## src/rtl/pclc_pkg.sv

```systemverilog
// Package: constants, status codes and record type for the packet checker.
`timescale 1ns / 1ps
package pclc_pkg;

  localparam int PACKET_BYTES   = 138;
  localparam int ID_POSITION    = 9;
  localparam int CHECK_POSITION = 8;

  localparam int BYTE_W   = 8;
  localparam int STATUS_W = 2;
  localparam int COUNT_W  = 32;

  localparam logic [BYTE_W-1:0] POS_MAX   = {BYTE_W{1'b1}};
  localparam logic [BYTE_W-1:0] LAST_POS  = BYTE_W'(PACKET_BYTES - 1);
  localparam logic [BYTE_W-1:0] ID_POS    = BYTE_W'(ID_POSITION);
  localparam logic [BYTE_W-1:0] CHECK_POS = BYTE_W'(CHECK_POSITION);

  localparam logic [STATUS_W-1:0] STATUS_OK      = 2'd0;
  localparam logic [STATUS_W-1:0] STATUS_BAD_LEN = 2'd1;
  localparam logic [STATUS_W-1:0] STATUS_BAD_SUM = 2'd2;

  localparam int QUEUE_DEPTH = 2;
  localparam int QPTR_W      = (QUEUE_DEPTH > 1) ? $clog2(QUEUE_DEPTH) : 1;
  localparam int QCNT_W      = $clog2(QUEUE_DEPTH + 1);

  typedef struct packed {
    logic              len_ok;
    logic              sum_ok;
    logic [BYTE_W-1:0] id;
  } pkt_rec_t;

endpackage

```

## src/rtl/pclc_if.sv

```systemverilog
// Interfaces: byte input channel and per-packet result channel.
`timescale 1ns / 1ps
interface pclc_in_if;
  logic                      valid;
  logic                      ready;
  logic [pclc_pkg::BYTE_W-1:0] data_byte;
  logic                      last_byte;

  modport source(output valid, data_byte, last_byte, input ready);
  modport sink(input valid, data_byte, last_byte, output ready);
endinterface

interface pclc_out_if;
  logic                         valid;
  logic                         ready;
  logic [pclc_pkg::STATUS_W-1:0] status;
  logic [pclc_pkg::BYTE_W-1:0]   sequence_id;
  logic                         first_packet;
  logic                         gap_seen;
  logic [pclc_pkg::BYTE_W-1:0]   packets_missed;
  logic [pclc_pkg::COUNT_W-1:0]  lost_total;
  logic [pclc_pkg::COUNT_W-1:0]  received_total;

  modport source(output valid, status, sequence_id, first_packet, gap_seen,
                 packets_missed, lost_total, received_total, input ready);
  modport sink(input valid, status, sequence_id, first_packet, gap_seen,
               packets_missed, lost_total, received_total, output ready);
endinterface

```

## src/rtl/pclc_front.sv

```systemverilog
// Front end: takes bytes, tracks position, checksum, id; emits one record per packet.
`timescale 1ns / 1ps
module pclc_front (
  input  logic               clk,
  input  logic               rst,
  pclc_in_if.sink            pkt,
  output logic               rec_valid,
  input  logic               rec_ready,
  output pclc_pkg::pkt_rec_t rec
);
  import pclc_pkg::*;

  logic [BYTE_W-1:0] pos;
  logic [BYTE_W-1:0] sum;
  logic [BYTE_W-1:0] check;
  logic [BYTE_W-1:0] id;
  logic [BYTE_W-1:0] sum_next;
  logic [BYTE_W-1:0] check_next;
  logic [BYTE_W-1:0] id_next;
  logic              xfer;

  assign pkt.ready = rec_ready;
  assign xfer      = pkt.valid && pkt.ready;

  always_comb begin
    check_next = (pos == CHECK_POS) ? pkt.data_byte : check;
    id_next    = (pos == ID_POS) ? pkt.data_byte : id;
    sum_next   = (pos >= ID_POS) ? (sum ^ pkt.data_byte) : sum;
  end

  assign rec_valid  = xfer && pkt.last_byte;
  assign rec.len_ok = (pos == LAST_POS);
  assign rec.sum_ok = (sum_next == check_next);
  assign rec.id     = id_next;

  always_ff @(posedge clk) begin
    if (rst) begin
      pos   <= '0;
      sum   <= '0;
      check <= '0;
      id    <= '0;
    end else if (xfer) begin
      if (pkt.last_byte) begin
        pos   <= '0;
        sum   <= '0;
        check <= '0;
        id    <= '0;
      end else begin
        pos   <= (pos == POS_MAX) ? pos : pos + 1'b1;
        sum   <= sum_next;
        check <= check_next;
        id    <= id_next;
      end
    end
  end

  a_pos_clear: assert property (@(posedge clk) disable iff (rst)
    xfer && pkt.last_byte |=> pos == '0 && sum == '0)
    else $error("packet state not cleared after last byte");

endmodule

```

## src/rtl/pclc_fifo.sv

```systemverilog
// Short record queue between front and back ends.
`timescale 1ns / 1ps
module pclc_fifo (
  input  logic               clk,
  input  logic               rst,
  input  logic               push_valid,
  output logic               push_ready,
  input  pclc_pkg::pkt_rec_t push_data,
  output logic               pop_valid,
  input  logic               pop_ready,
  output pclc_pkg::pkt_rec_t pop_data
);
  import pclc_pkg::*;

  pkt_rec_t          entries [QUEUE_DEPTH];
  logic [QPTR_W-1:0] wr_ptr;
  logic [QPTR_W-1:0] rd_ptr;
  logic [QCNT_W-1:0] count;
  logic              push;
  logic              pop;

  assign push_ready = (count != QCNT_W'(QUEUE_DEPTH));
  assign pop_valid  = (count != '0);
  assign pop_data   = entries[rd_ptr];
  assign push       = push_valid && push_ready;
  assign pop        = pop_valid && pop_ready;

  always_ff @(posedge clk) begin
    if (push) begin
      entries[wr_ptr] <= push_data;
    end
  end

  always_ff @(posedge clk) begin
    if (rst) begin
      wr_ptr <= '0;
      rd_ptr <= '0;
      count  <= '0;
    end else begin
      if (push) begin
        wr_ptr <= (wr_ptr == QPTR_W'(QUEUE_DEPTH - 1)) ? '0 : wr_ptr + 1'b1;
      end
      if (pop) begin
        rd_ptr <= (rd_ptr == QPTR_W'(QUEUE_DEPTH - 1)) ? '0 : rd_ptr + 1'b1;
      end
      if (push && !pop) begin
        count <= count + 1'b1;
      end else if (pop && !push) begin
        count <= count - 1'b1;
      end
    end
  end

  a_count_bound: assert property (@(posedge clk) disable iff (rst)
    count <= QCNT_W'(QUEUE_DEPTH))
    else $error("queue count beyond depth");

endmodule

```

## src/rtl/pclc_back.sv

```systemverilog
// Back end: sequence gap and totals per packet record, registered result.
`timescale 1ns / 1ps
module pclc_back (
  input  logic               clk,
  input  logic               rst,
  input  logic               rec_valid,
  output logic               rec_ready,
  input  pclc_pkg::pkt_rec_t rec,
  pclc_out_if.source         res
);
  import pclc_pkg::*;

  logic [BYTE_W-1:0]  prev_id;
  logic               seen_first;
  logic [COUNT_W-1:0] recv;
  logic [COUNT_W-1:0] lost;
  logic [COUNT_W-1:0] recv_next;
  logic [COUNT_W-1:0] lost_next;
  logic [BYTE_W-1:0]  missed_next;
  logic               res_valid;
  logic               pop;

  assign rec_ready = !res_valid || res.ready;
  assign pop       = rec_valid && rec_ready;
  assign res.valid = res_valid;

  always_comb begin
    missed_next = '0;
    recv_next   = recv;
    lost_next   = lost;
    if (rec.len_ok) begin
      recv_next = recv + 1'b1;
      if (seen_first) begin
        missed_next = rec.id - prev_id - 1'b1;
        lost_next   = lost + COUNT_W'(missed_next);
      end
    end
  end

  always_ff @(posedge clk) begin
    if (rst) begin
      res_valid  <= 1'b0;
      prev_id    <= '0;
      seen_first <= 1'b0;
      recv       <= '0;
      lost       <= '0;
    end else begin
      if (pop) begin
        res_valid <= 1'b1;
        recv      <= recv_next;
        lost      <= lost_next;
        if (rec.len_ok) begin
          prev_id    <= rec.id;
          seen_first <= 1'b1;
        end
      end else if (res.ready) begin
        res_valid <= 1'b0;
      end
    end
  end

  always_ff @(posedge clk) begin
    if (pop) begin
      res.lost_total     <= lost_next;
      res.received_total <= recv_next;
      res.packets_missed <= missed_next;
      res.gap_seen       <= (missed_next != '0);
      if (rec.len_ok) begin
        res.status       <= rec.sum_ok ? STATUS_OK : STATUS_BAD_SUM;
        res.sequence_id  <= rec.id;
        res.first_packet <= !seen_first;
      end else begin
        res.status       <= STATUS_BAD_LEN;
        res.sequence_id  <= '0;
        res.first_packet <= 1'b0;
      end
    end
  end

  a_recv_step: assert property (@(posedge clk) disable iff (rst)
    pop && rec.len_ok |=> recv == $past(recv) + 1'b1)
    else $error("received count did not step on good packet");

  a_badlen_quiet: assert property (@(posedge clk) disable iff (rst)
    pop && !rec.len_ok |=> recv == $past(recv) && lost == $past(lost))
    else $error("bad length packet changed totals");

  a_first_once: assert property (@(posedge clk) disable iff (rst)
    res_valid && res.first_packet |-> res.packets_missed == '0 && !res.gap_seen
      && res.received_total == 32'd1 + (recv - res.received_total))
    else $error("first packet reported a gap");

endmodule

```

## src/rtl/packet_check_and_loss_counter.sv

```systemverilog
// Top level: packet length and XOR check with sequence loss counting.
`timescale 1ns / 1ps
// Takes one packet byte per cycle on pkt, with last_byte on the final byte, and
// gives one result per packet on res. A byte is accepted every cycle while the
// two-entry record queue between the byte front end and the counter back end
// has room; it fills only while res is stalled. The result of a packet is
// held first in the queue, then in the result register of the back end.
// Packets of the wrong length report status 1 and leave the totals alone;
// a checksum mismatch reports status 2 but the packet is still counted and
// its sequence gap still added.
module packet_check_and_loss_counter (
  input  logic       clk,
  input  logic       rst,
  pclc_in_if.sink    pkt,
  pclc_out_if.source res
);
  import pclc_pkg::*;

  logic     front_valid;
  logic     front_ready;
  pkt_rec_t front_rec;
  logic     back_valid;
  logic     back_ready;
  pkt_rec_t back_rec;

  pclc_front u_front (
    .clk       (clk),
    .rst       (rst),
    .pkt       (pkt),
    .rec_valid (front_valid),
    .rec_ready (front_ready),
    .rec       (front_rec)
  );

  pclc_fifo u_fifo (
    .clk        (clk),
    .rst        (rst),
    .push_valid (front_valid),
    .push_ready (front_ready),
    .push_data  (front_rec),
    .pop_valid  (back_valid),
    .pop_ready  (back_ready),
    .pop_data   (back_rec)
  );

  pclc_back u_back (
    .clk       (clk),
    .rst       (rst),
    .rec_valid (back_valid),
    .rec_ready (back_ready),
    .rec       (back_rec),
    .res       (res)
  );

endmodule

```

## src/flat_wrapper.sv

```systemverilog
// flat-port wrapper written by rule: the top's interface ports become plain ports
module packet_check_and_loss_counter_flat import pclc_pkg::*;
  (clk, rst, pkt_valid, pkt_data_byte, pkt_last_byte, pkt_ready, res_valid, res_status, res_sequence_id, res_first_packet, res_gap_seen, res_packets_missed, res_lost_total, res_received_total, res_ready);
  pclc_in_if pkt_i ();
  pclc_out_if res_i ();
  input  logic clk;
  input  logic rst;
  input wire logic [$bits(pkt_i.valid)-1:0] pkt_valid;
  input wire logic [$bits(pkt_i.data_byte)-1:0] pkt_data_byte;
  input wire logic [$bits(pkt_i.last_byte)-1:0] pkt_last_byte;
  output wire logic [$bits(pkt_i.ready)-1:0] pkt_ready;
  output wire logic [$bits(res_i.valid)-1:0] res_valid;
  output wire logic [$bits(res_i.status)-1:0] res_status;
  output wire logic [$bits(res_i.sequence_id)-1:0] res_sequence_id;
  output wire logic [$bits(res_i.first_packet)-1:0] res_first_packet;
  output wire logic [$bits(res_i.gap_seen)-1:0] res_gap_seen;
  output wire logic [$bits(res_i.packets_missed)-1:0] res_packets_missed;
  output wire logic [$bits(res_i.lost_total)-1:0] res_lost_total;
  output wire logic [$bits(res_i.received_total)-1:0] res_received_total;
  input wire logic [$bits(res_i.ready)-1:0] res_ready;
  assign pkt_i.valid = pkt_valid;
  assign pkt_i.data_byte = pkt_data_byte;
  assign pkt_i.last_byte = pkt_last_byte;
  assign pkt_ready = pkt_i.ready;
  assign res_valid = res_i.valid;
  assign res_status = res_i.status;
  assign res_sequence_id = res_i.sequence_id;
  assign res_first_packet = res_i.first_packet;
  assign res_gap_seen = res_i.gap_seen;
  assign res_packets_missed = res_i.packets_missed;
  assign res_lost_total = res_i.lost_total;
  assign res_received_total = res_i.received_total;
  assign res_i.ready = res_ready;
  packet_check_and_loss_counter u_core (.clk(clk), .rst(rst), .pkt(pkt_i), .res(res_i));
endmodule
```

## config.mk

```make
export PLATFORM = sky130hd
export DESIGN_NAME = packet_check_and_loss_counter_flat
export DESIGN_NICKNAME = d
export VERILOG_FILES = /design/src/rtl/pclc_pkg.sv /design/src/rtl/pclc_if.sv /design/src/rtl/pclc_front.sv /design/src/rtl/pclc_fifo.sv /design/src/rtl/pclc_back.sv /design/src/rtl/packet_check_and_loss_counter.sv /design/src/flat_wrapper.sv
export SDC_FILE = /design/constraint.sdc
export NUM_CORES = 1
export LEC_CHECK = 0
export BUFFER_PORTS_ARGS = -buffer_cell sky130_fd_sc_hd__clkbuf_2
export CELL_PAD_IN_SITES_DETAIL_PLACEMENT = 1
export CELL_PAD_IN_SITES_GLOBAL_PLACEMENT = 1
export CORE_ASPECT_RATIO = 0.9
export CORE_MARGIN = 4
export CORE_UTILIZATION = 31
export DETAILED_ROUTE_END_ITERATION = 8
export PLACE_DENSITY = 0.62
export SLEW_MARGIN = 20
export SYNTH_ARGS = -nofsm -noshare
export SYNTH_HDL_FRONTEND = slang
export SYNTH_SLANG_ARGS = --single-unit
export TNS_END_PERCENT = 50
```

## constraint.sdc

```tcl
create_clock -name clk -period 13.27 [get_ports clk]
set_input_delay 1.9905 -clock clk [delete_from_list [all_inputs] [get_ports clk]]
set_output_delay 1.9905 -clock clk [all_outputs]
set_load 0.005 [all_outputs]
```

==> impl_metrics.yaml, run 1 <==
status:
  status: "finished, final reports clean"
clock_network:
  clock_latency_ns: 0.53
  clock-sinks: 215
  clk_pin_slew_ns: 0.06
  cts_tree: "yes"
  cts_hold_buffers: 0
  cts_max_level: 1
  numCtsBuffers: 25
  cts_resized: 0
  cts_buffer_depth: 3
  post_cts_buffers: 0
  cts_root_buf: "clkbuf_16"
worst_hold_path:
  hold_path_class: "reg -> reg"
  hold_path_end: "u_core.u_back.lost[2]"
  worst_hold_path.num_cells: 2
  hp-start: "u_core.u_back.lost[2]"
setup_path:
  crit_arrival_ns: 5.09
  required_ns: 13.54
  r2r-end: "u_core.u_back.res.lost_total[22]"
  crit_cells: 18
  r2r_cells: 18
  regToRegSetupSlack_ns: 8.45
  critPathSlowestCell: "dfxtp_1"
  critical_path_buf_inv_count: 3
  cp_common_cell: "inv_1"
  critPathLaunchType: "flop"
  max_stage_delay_ns: 0.69
  end_kind: "flop"
  path_cells: "mux2i_1, inv_1, ha_1, inv_1, fa_1, nor2b_1, o21a_1, o21ai_0, and4b_1, nor3_1, inv_1, ha_1, o21a_1, o21ai_2, and2_4, or3_1, or3_1, xnor2_1"
  crit_family: "simple AND/OR/NAND/NOR gates"
  cp_max_fo: 11
  path_class: "reg -> reg"
synthesis:
  synthTopCellsByCount: "136 x nor2_1, 111 x dfxtp_1, 104 x edfxtp_1"
  yosysUniqueCellTypes: 58
  synth_top_area_frac: 0.308
  yosysSeqAreaShare: 0.528
  synth_cells: 1002
  synth_ff_type: "dfxtp_1"
  synth_area_leaders: "edfxtp_1 31%, dfxtp_1 22%, xnor2_1 5.8%"
  synth_top_area_cell: "edfxtp_1"
  synth_edf_count: 104
  syn_nets: 1038
  synthesis.area_mm2: 0.0101
  synth_area_per_cell_um2: 10.1
  synth-seq-cells: 215
  yosysWarnings: 0
  async_flop_share: 0
  synthMostInstantiatedCell: "nor2_1"
pwr:
  peakVddDrop_uv: 118
  switching_power_w: 0.000737
  switching_share: 0.320
  intPower_w: 0.00156
  clockPowerShare: 0.316
  combPwrFrac: 0.275
  p_seq_frac: 0.409
  p_leak_nw: 4.40
  powerDensity_mw_per_mm2: 194
sta:
  worst_slack_ns: 8.45
  rsz0062_at_grt: "false"
  fin_crit_ns: 4.82
  fin_worst_skew_ns: 0.0190
  hold_violations: 0
  fin_crit_sh: 0.363
  setup_viol: 0
  clock.fmax_mhz: 207
  finalSetupTns_ns: 0
  worst_pin_slew_ns: 0.984
  maxSlewViolCount: 0
  maxSlewHeadroom: 0.344
place:
  dp_hpwl_um: 17500
  place_ws_ns: 8.47
  gp_congestion: 0.790
  port_buffers: 98
detailed_routing:
  routed_wl_um: 25500
  via_per_inst: 4.99
  first_iter_violations: 368
  first_pass_iters: 4
  wl_per_cell_um: 16.7
  ant_nets: 0
  drc: 0
  vias: 7608
floorplan:
  fp.dieW_um: 199
  die_area_mm2: 0.0356
  pin_count: 99
  die_h_um: 180
  start_util: 0.316
  rows: 62
  coreArea_mm2: 0.0320
global_routing:
  top_usage_layer: "met2"
  use_met1: 0.202
  grt_usage: 0.142
  grt_pass1_wl_um: 42300
  grt_max_degree: 79
  grtUsageMet2: 0.229
  grt_pass1_vias: 7824
  globalRouteOverflowTotal: 0
  antenna_found_initial: 0
  grtUsageMet3: 0.0232
layout:
  syn_to_final_growth_pct: 17.2
  num-fill-cells: 3621
  insertedDiodeCount: 0
  layout-drive-gt1-share: 0.152
  final_nets: 1127
flow_run:
  drv_cap: 0
[routing by layer]
metal	share of wire	vias to the layer above
met5	0	-
met4	0.016	0
met3	0.037	24
met2	0.45	103
met1	0.49	3738
li1	-	3743
[layout by cell type (no fill, tap or decap), types with 8 or more instances in the layout]
cell type	n
o21ai_0	31
or4_1	11
clkbuf_16	25
nor3_1	28
a211oi_1	11
a21oi_1	49
inv_1	37
edfxtp_1	104
nand4_1	24
mux2_2	10
clkbuf_2	97
xor2_1	49
or3_1	16
nor2_1	136
nand2_1	69
a22oi_1	17
ha_1	21
mux2i_1	10
nand3_1	35
and4_1	8
and3_1	22
nor4_1	13
nand4b_1	12
dfxtp_1	111
xnor2_1	67
o31ai_1	11
buf_4	9
[worst max path at each step]
stage,end,slack [ns]
2_1_floorplan,u_core.u_back.recv[7],7.80
3_3_place_gp,u_core.u_back.res.lost_total[22],8.64
3_5_place_dp,u_core.u_back.res.lost_total[22],8.47
4_1_cts,u_core.u_back.res.lost_total[22],8.43
5_1_grt,u_core.u_back.lost[29],8.04
6_report,u_core.u_back.res.lost_total[22],8.45
[power groups by stage]
stage	clock [W]	combinational, W	sequential [W]
2_1_floorplan	0	0.000382	0.000960
3_3_place_gp	0	0.000627	0.000956
3_5_place_dp	0	0.000641	0.000959
4_1_cts	0.000752	0.000645	0.000946
5_1_grt	0.000778	0.000707	0.000959
6_report	0.000727	0.000632	0.000941
[sequential cells by signal (all words and copies together) (netlist names), 2 cells and up, named ones only]
register,cells
u_core.u_front.check,8
u_core.u_front.sum,8
u_core.u_fifo.entries,20
u_core.u_back.res.sequence_id,8
u_core.u_back.prev_id,8
u_core.u_back.res.lost_total,32
u_core.u_front.pos,8
u_core.u_back.res.status,2
u_core.u_back.res.packets_missed,8
u_core.u_back.res.received_total,32
u_core.u_back.recv,32
u_core.u_front.id,8
u_core.u_back.lost,32
u_core.u_fifo.count,2
[kinds of logic (layout without fill, tap and decap cells)]
group           Yosys count  count (layout)  share of synthesized area
mux                      20              20                     0.0210
compound gates          140             140                     0.0831
flops                   215             215                      0.528
buf+inv                  82             190                     0.0341
fa+ha+maj                23              23                     0.0299
xor+xnor                116             116                      0.100
simple gates            406             406                      0.204
[worst reg2reg max path: cells and delay by family (launching register included)]
kind | cells | cell delay [ns]
AND/OR/NAND/NOR | 6 | 1.80
adder cells (fa/ha/maj) | 3 | 0.99
flip-flops | 1 | 0.69
AO/OA/AOI/OAI | 4 | 0.50
multiplexers | 1 | 0.23
buffers and inverters | 3 | 0.23
XOR/XNOR | 1 | 0.13
[metrics by stage]
step	utilization	hold WS [ns]	std cells	power, W	instance area, um^2
after floorplan	-	0.451	1002	0.00134	10100
after global placement	0.344	0.466	1480	0.00158	11000
after detailed placement	0.344	0.478	1480	0.00160	11000
after CTS	0.371	0.486	1526	0.00234	11900
after global routing	0.371	0.508	1526	0.00244	11900
final	0.371	0.489	1526	0.00230	11900
[area by class of cell]
type,instances,area [um^2],share of cell area
clock inverter,14,194,0.0163
timing repair buffer,106,553,0.0466
multi-input combinational,705,4450,0.375
inverter,38,145,0.0122
sequential,215,5350,0.450
clock buffer,32,672,0.0566
tap,416,520,0.0438
Note: power is estimated with default switching activity, not from simulation.
==> inputs of run 2 (changes only) <==
Settings changed: ABC_AREA set to 1, PLACE_DENSITY 0.62 to 0.64.
Clock period 13.27 ns to 4.62 ns, I/O delays scaled along.
==> impl_metrics.yaml, run 2 <==
status:
  status: "finished, final reports clean"
synthesis:
  yosysSeqAreaShare: 0.490
  syn_nets: 1427
  synth_top_area_frac: 0.286
  synth_top_area_cell: "edfxtp_1"
  yosysWarnings: 0
  synthTopCellsByCount: "346 x nand2_1, 221 x inv_1, 117 x a21oi_1"
  synthesis.area_mm2: 0.0109
  synth-seq-cells: 215
  yosysUniqueCellTypes: 40
  synth_cells: 1391
  synthMostInstantiatedCell: "nand2_1"
  synth_ff_type: "dfxtp_1"
  synth_edf_count: 104
  synth_area_per_cell_um2: 7.85
  async_flop_share: 0
  synth_area_leaders: "edfxtp_1 29%, dfxtp_1 20%, nand2_1 12%"
sta:
  clock.fmax_mhz: 251
  fin_worst_skew_ns: 0.0180
  fin_crit_ns: 3.98
  worst_pin_slew_ns: 0.968
  hold_violations: 0
  fin_crit_sh: 0.862
  holdWs_ns: 0.459
  maxSlewHeadroom: 0.354
  maxSlewViolCount: 0
  finalSetupTns_ns: 0
  setup_viol: 0
  rsz0062_at_grt: "false"
clock_network:
  cts_buffer_depth: 3
  clock-sinks: 215
  cts_root_buf: "clkbuf_16"
  clk_pin_slew_ns: 0.06
  post_cts_buffers: 0
  cts_hold_buffers: 0
  cts_tree: "yes"
  cts_max_level: 1
  cts_resized: 0
  clock_latency_ns: 0.55
  numCtsBuffers: 26
setup_path:
  max_stage_delay_ns: 0.58
  cp_max_fo: 13
  end_kind: "flop"
  critPathLaunchType: "flop"
  cp_common_cell: "nand2_1"
  crit_arrival_ns: 4.28
  r2r_cells: 22
  path_cells: "inv_2, or2_2, o21ai_0, inv_1, ha_1, nand3_1, nand2_1, a21oi_1, or2_2, nand2_1, inv_1, ha_1, nand2_1, inv_1, a21oi_1, nand2_1, nand2_1, nand2_1, nand2_1, nand2_1, nand2_1, inv_1"
  path_class: "reg -> reg"
  required_ns: 4.91
  critPathSlowestCell: "dfxtp_1"
floorplan:
  die_area_mm2: 0.0383
  rows: 64
  coreArea_mm2: 0.0344
  die_h_um: 186
  start_util: 0.318
  pin_count: 99
  fp.dieW_um: 206
global_routing:
  grt_pass1_wl_um: 48200
  grt_usage: 0.154
  globalRouteOverflowTotal: 0
  grt_max_degree: 117
  grt_pass1_vias: 9303
  antenna_found_initial: 0
detailed_routing:
  routed_wl_um: 29200
  first_iter_violations: 370
  first_pass_iters: 4
  vias: 9133
  ant_nets: 0
  wl_per_cell_um: 14.9
  via_per_inst: 4.65
  drc: 0
pwr:
  clockPowerShare: 0.243
  powerDensity_mw_per_mm2: 696
  combPwrFrac: 0.371
  intPower_w: 0.00540
  p_seq_frac: 0.387
  peakVddDrop_uv: 672
  switching_share: 0.392
  switching_power_w: 0.00349
  p_leak_nw: 5.73
  power.total_w: 0.00889
layout:
  insertedDiodeCount: 0
  final_nets: 1520
  final_cell_mix: "346 x nand2_1, 221 x inv_1, 117 x a21oi_1, 111 x dfxtp_1, 104 x edfxtp_1"
  final_common_cell: "nand2_1"
  layout-drive-gt1-share: 0.134
  syn_to_final_growth_pct: 17.2
  num-fill-cells: 4140
flow_run:
  drv_cap: 0
place:
  dp_hpwl_um: 20900
  port_buffers: 98
  gp_congestion: 0.776
worst_hold_path:
  worst_hold_path.num_cells: 1
  hold_path_class: "reg -> reg"
run 2: changes by cell type after synthesis, moves of 37 or more:
cell	delta
a21oi_1	+68
inv_1	+183
nand2_1	+277
nand3_1	+57
nor2_1	-37
o21ai_0	+55
xnor2_1	-57
run 2: metrics by stage:
stage	cells	util	instance area (um^2)	setup WS, ns
global route	1966	0.372	12800	0.131
finish	1966	0.372	12800	0.637
global placement	1918	0.345	11900	0.724
CTS	1966	0.372	12800	0.626
floorplan	1391	-	10900	0.436
detailed placement	1918	0.345	11900	0.662
run 2: per-layer routing:
| metal | vias up | global-route usage | part of all wire |
|---|---|---|---|
| met5 | - | 0 | 0 |
| met4 | 0 | 0.0287 | 0.018 |
| met3 | 35 | 0.0267 | 0.034 |
| met2 | 94 | 0.254 | 0.46 |
| met1 | 4339 | 0.215 | 0.49 |
| li1 | 4665 | - | - |
run 2: final timing paths:
path	startpoint	endpoint	slack, ns
setup / recovery	flop	u_core.u_back.res.lost_total[31]	0.64
setup reg to reg	flop	u_core.u_back.res.lost_total[31]	0.64
hold reg to reg	u_core.u_fifo.rd_ptr	u_core.u_fifo.rd_ptr	0.46
hold / removal	u_core.u_fifo.rd_ptr	u_core.u_fifo.rd_ptr	0.46
run 2: logic make-up after synthesis:
family	after synthesis	share of synthesized area
buffers and inverters	265	0.0949
AO/OA/AOI/OAI	221	0.103
flip-flops	215	0.490
AND/OR/NAND/NOR	633	0.256
XOR/XNOR	32	0.0257
multiplexers	2	0.00206
adder cells (fa/ha/maj)	23	0.0277
run 2: cell type report:
class,count,area (um^2),area share
Sequential cell,215,5350,0.418
Multi-Input combinational cell,911,4540,0.355
Inverter,224,841,0.0658
Clock buffer,33,727,0.0569
Tap cell,462,578,0.0452
Timing Repair Buffer,106,563,0.0440
Clock inverter,15,191,0.0150
run 2: critical path, delay by kind of cell, from the launching register on:
kind	cells	cell delay (ns)
flops	1	0.58
fa+ha+maj	2	0.67
simple gates	12	1.63
buf+inv	5	0.44
compound gates	3	0.39
run 2: power groups by stage:
stage,Combinational (W),Sequential [W],Clock (W)
6_report,0.00330,0.00344,0.00216
5_1_grt,0.00383,0.00354,0.00232
4_1_cts,0.00339,0.00345,0.00224
3_5_place_dp,0.00337,0.00348,0
3_3_place_gp,0.00328,0.00347,0
2_1_floorplan,0.00218,0.00340,0
==> inputs of run 3 (changes only) <==
Settings changed: CTS_BUF_LIST set to sky130_fd_sc_hd__clkbuf_16.
==> impl_metrics.yaml, run 3 (synthesis gave the netlist of run 2 again) <==
layout:
  layout-drive-gt1-share: 0.132
  syn_to_final_growth_pct: 16.7
  insertedDiodeCount: 0
  final_cell_mix: "346 x nand2_1, 223 x inv_1, 117 x a21oi_1, 111 x dfxtp_1, 104 x edfxtp_1"
  final_common_cell: "nand2_1"
  final_nets: 1520
sta:
  hold_violations: 0
  fin_worst_skew_ns: 0.0188
  setup_viol: 0
  worst_pin_slew_ns: 0.968
  rsz0062_at_grt: "false"
  fin_crit_ns: 3.98
  maxSlewHeadroom: 0.354
  fin_crit_sh: 0.862
  clock.fmax_mhz: 251
  worst_slack_ns: 0.638
  finalSetupTns_ns: 0
  maxSlewViolCount: 0
setup_path:
  required_ns: 4.91
  path_class: "reg -> reg"
  cp_max_fo: 13
  r2r-end: "u_core.u_back.res.lost_total[31]"
  crit_arrival_ns: 4.28
  regToRegSetupSlack_ns: 0.64
  r2r_cells: 22
  end_kind: "flop"
  critPathLaunchType: "flop"
clock_network:
  post_cts_buffers: 0
  numCtsBuffers: 26
  cts_tree: "yes"
  clock_latency_ns: 0.55
  cts_resized: 0
  clock-sinks: 215
  cts_root_buf: "clkbuf_16"
  clk_pin_slew_ns: 0.06
  cts_hold_buffers: 0
  cts_buffer_depth: 3
  cts_max_level: 1
worst_hold_path:
  hold_path_class: "reg -> reg"
  hold_path_end: "u_core.u_front.check[4]"
  hp-start: "u_core.u_front.check[4]"
  worst_hold_path.num_cells: 2
place:
  place_ws_ns: 0.662
  port_buffers: 98
  gp_congestion: 0.776
  dp_hpwl_um: 20900
floorplan:
  pin_count: 99
  start_util: 0.318
  rows: 64
  die_h_um: 186
  fp.dieW_um: 206
  die_area_mm2: 0.0383
  coreArea_mm2: 0.0344
pwr:
  powerDensity_mw_per_mm2: 691
  peakVddDrop_uv: 671
  p_leak_nw: 5.71
detailed_routing:
  first_pass_iters: 4
  routed_wl_um: 29400
  first_iter_violations: 332
  wl_per_cell_um: 14.9
  via_per_inst: 4.65
  ant_nets: 0
  vias: 9137
  drc: 0
global_routing:
  antenna_found_initial: 0
  grt_pass1_vias: 9330
  globalRouteOverflowTotal: 0
  grt_max_degree: 117
  grt_pass1_wl_um: 48400
  grt_usage: 0.154
flow_run:
  drv_cap: 0
status:
  status: "finished, final reports clean"
[run 3: cell count changes in the layout (fill, tap and decap cells not counted), sizes merged]
cell | before | now
inv | 224 | 227
clkinv | 8 | 12
clkbuf | 131 | 124
[run 3: metrics by stage]
| step | cell area [um^2] | hold slack, ns | utilization | std cells | power [W] |
|---|---|---|---|---|---|
| 2_1_floorplan | 10900 | 0.426 | - | 1391 | 0.00558 |
| 3_3_place_gp | 11900 | 0.439 | 0.345 | 1918 | 0.00675 |
| 3_5_place_dp | 11900 | 0.451 | 0.345 | 1918 | 0.00685 |
| 4_1_cts | 12700 | 0.460 | 0.371 | 1966 | 0.00899 |
| 5_1_grt | 12700 | 0.479 | 0.371 | 1966 | 0.00961 |
| 6_report | 12700 | 0.461 | 0.371 | 1966 | 0.00880 |
[run 3: metal layers]
metal	part of all wire	routed length, um	track usage	up-vias
li1	-	-	-	4665
met3	0.036	1050	0.0265	37
met1	0.49	14300	0.215	4339
met4	0.017	495	0.0282	0
met2	0.46	13500	0.257	96
met5	0	0	0	-
[run 3: area by class of cell]
type	count	area [um^2]
Clock buffer	26	651
Inverter	224	841
Tap cell	462	578
Sequential cell	215	5350
Multi-Input combinational cell	911	4540
Timing Repair Buffer	106	563
Clock inverter	22	218
Fill cell	4142	21600
[run 3: power breakdown]
| group | internal, W | switching [W] |
|---|---|---|
| Combinational | 0.00113 | 0.00216 |
| Sequential | 0.00294 | 0.000501 |
| Clock | 0.00125 | 0.000824 |
[run 3: critical path, stage by stage, from the launching register on]
cell	delay, ns
dfxtp_1	0.58
inv_2	0.17
or2_2	0.30
o21ai_0	0.14
inv_1	0.15
ha_1	0.33
nand3_1	0.08
nand2_1	0.13
a21oi_1	0.11
or2_2	0.29
nand2_1	0.07
inv_1	0.04
ha_1	0.34
nand2_1	0.15
inv_1	0.05
a21oi_1	0.13
nand2_1	0.13
nand2_1	0.09
nand2_1	0.14
nand2_1	0.12
nand2_1	0.06
nand2_1	0.07
inv_1	0.04
[run 3: worst max path at each step]
stage / startpoint / to / slack [ns] / cells past startpoint
2_1_floorplan: res_ready / u_core.u_back.res.first_packet / 0.44 / 4
3_3_place_gp: flop / u_core.u_back.res.lost_total[22] / 0.72 / 20
3_5_place_dp: flop / u_core.u_back.res.lost_total[27] / 0.66 / 22
4_1_cts: flop / u_core.u_back.res.lost_total[27] / 0.62 / 22
5_1_grt: flop / u_core.u_back.lost[17] / 0.12 / 21
6_report: flop / u_core.u_back.res.lost_total[31] / 0.64 / 22
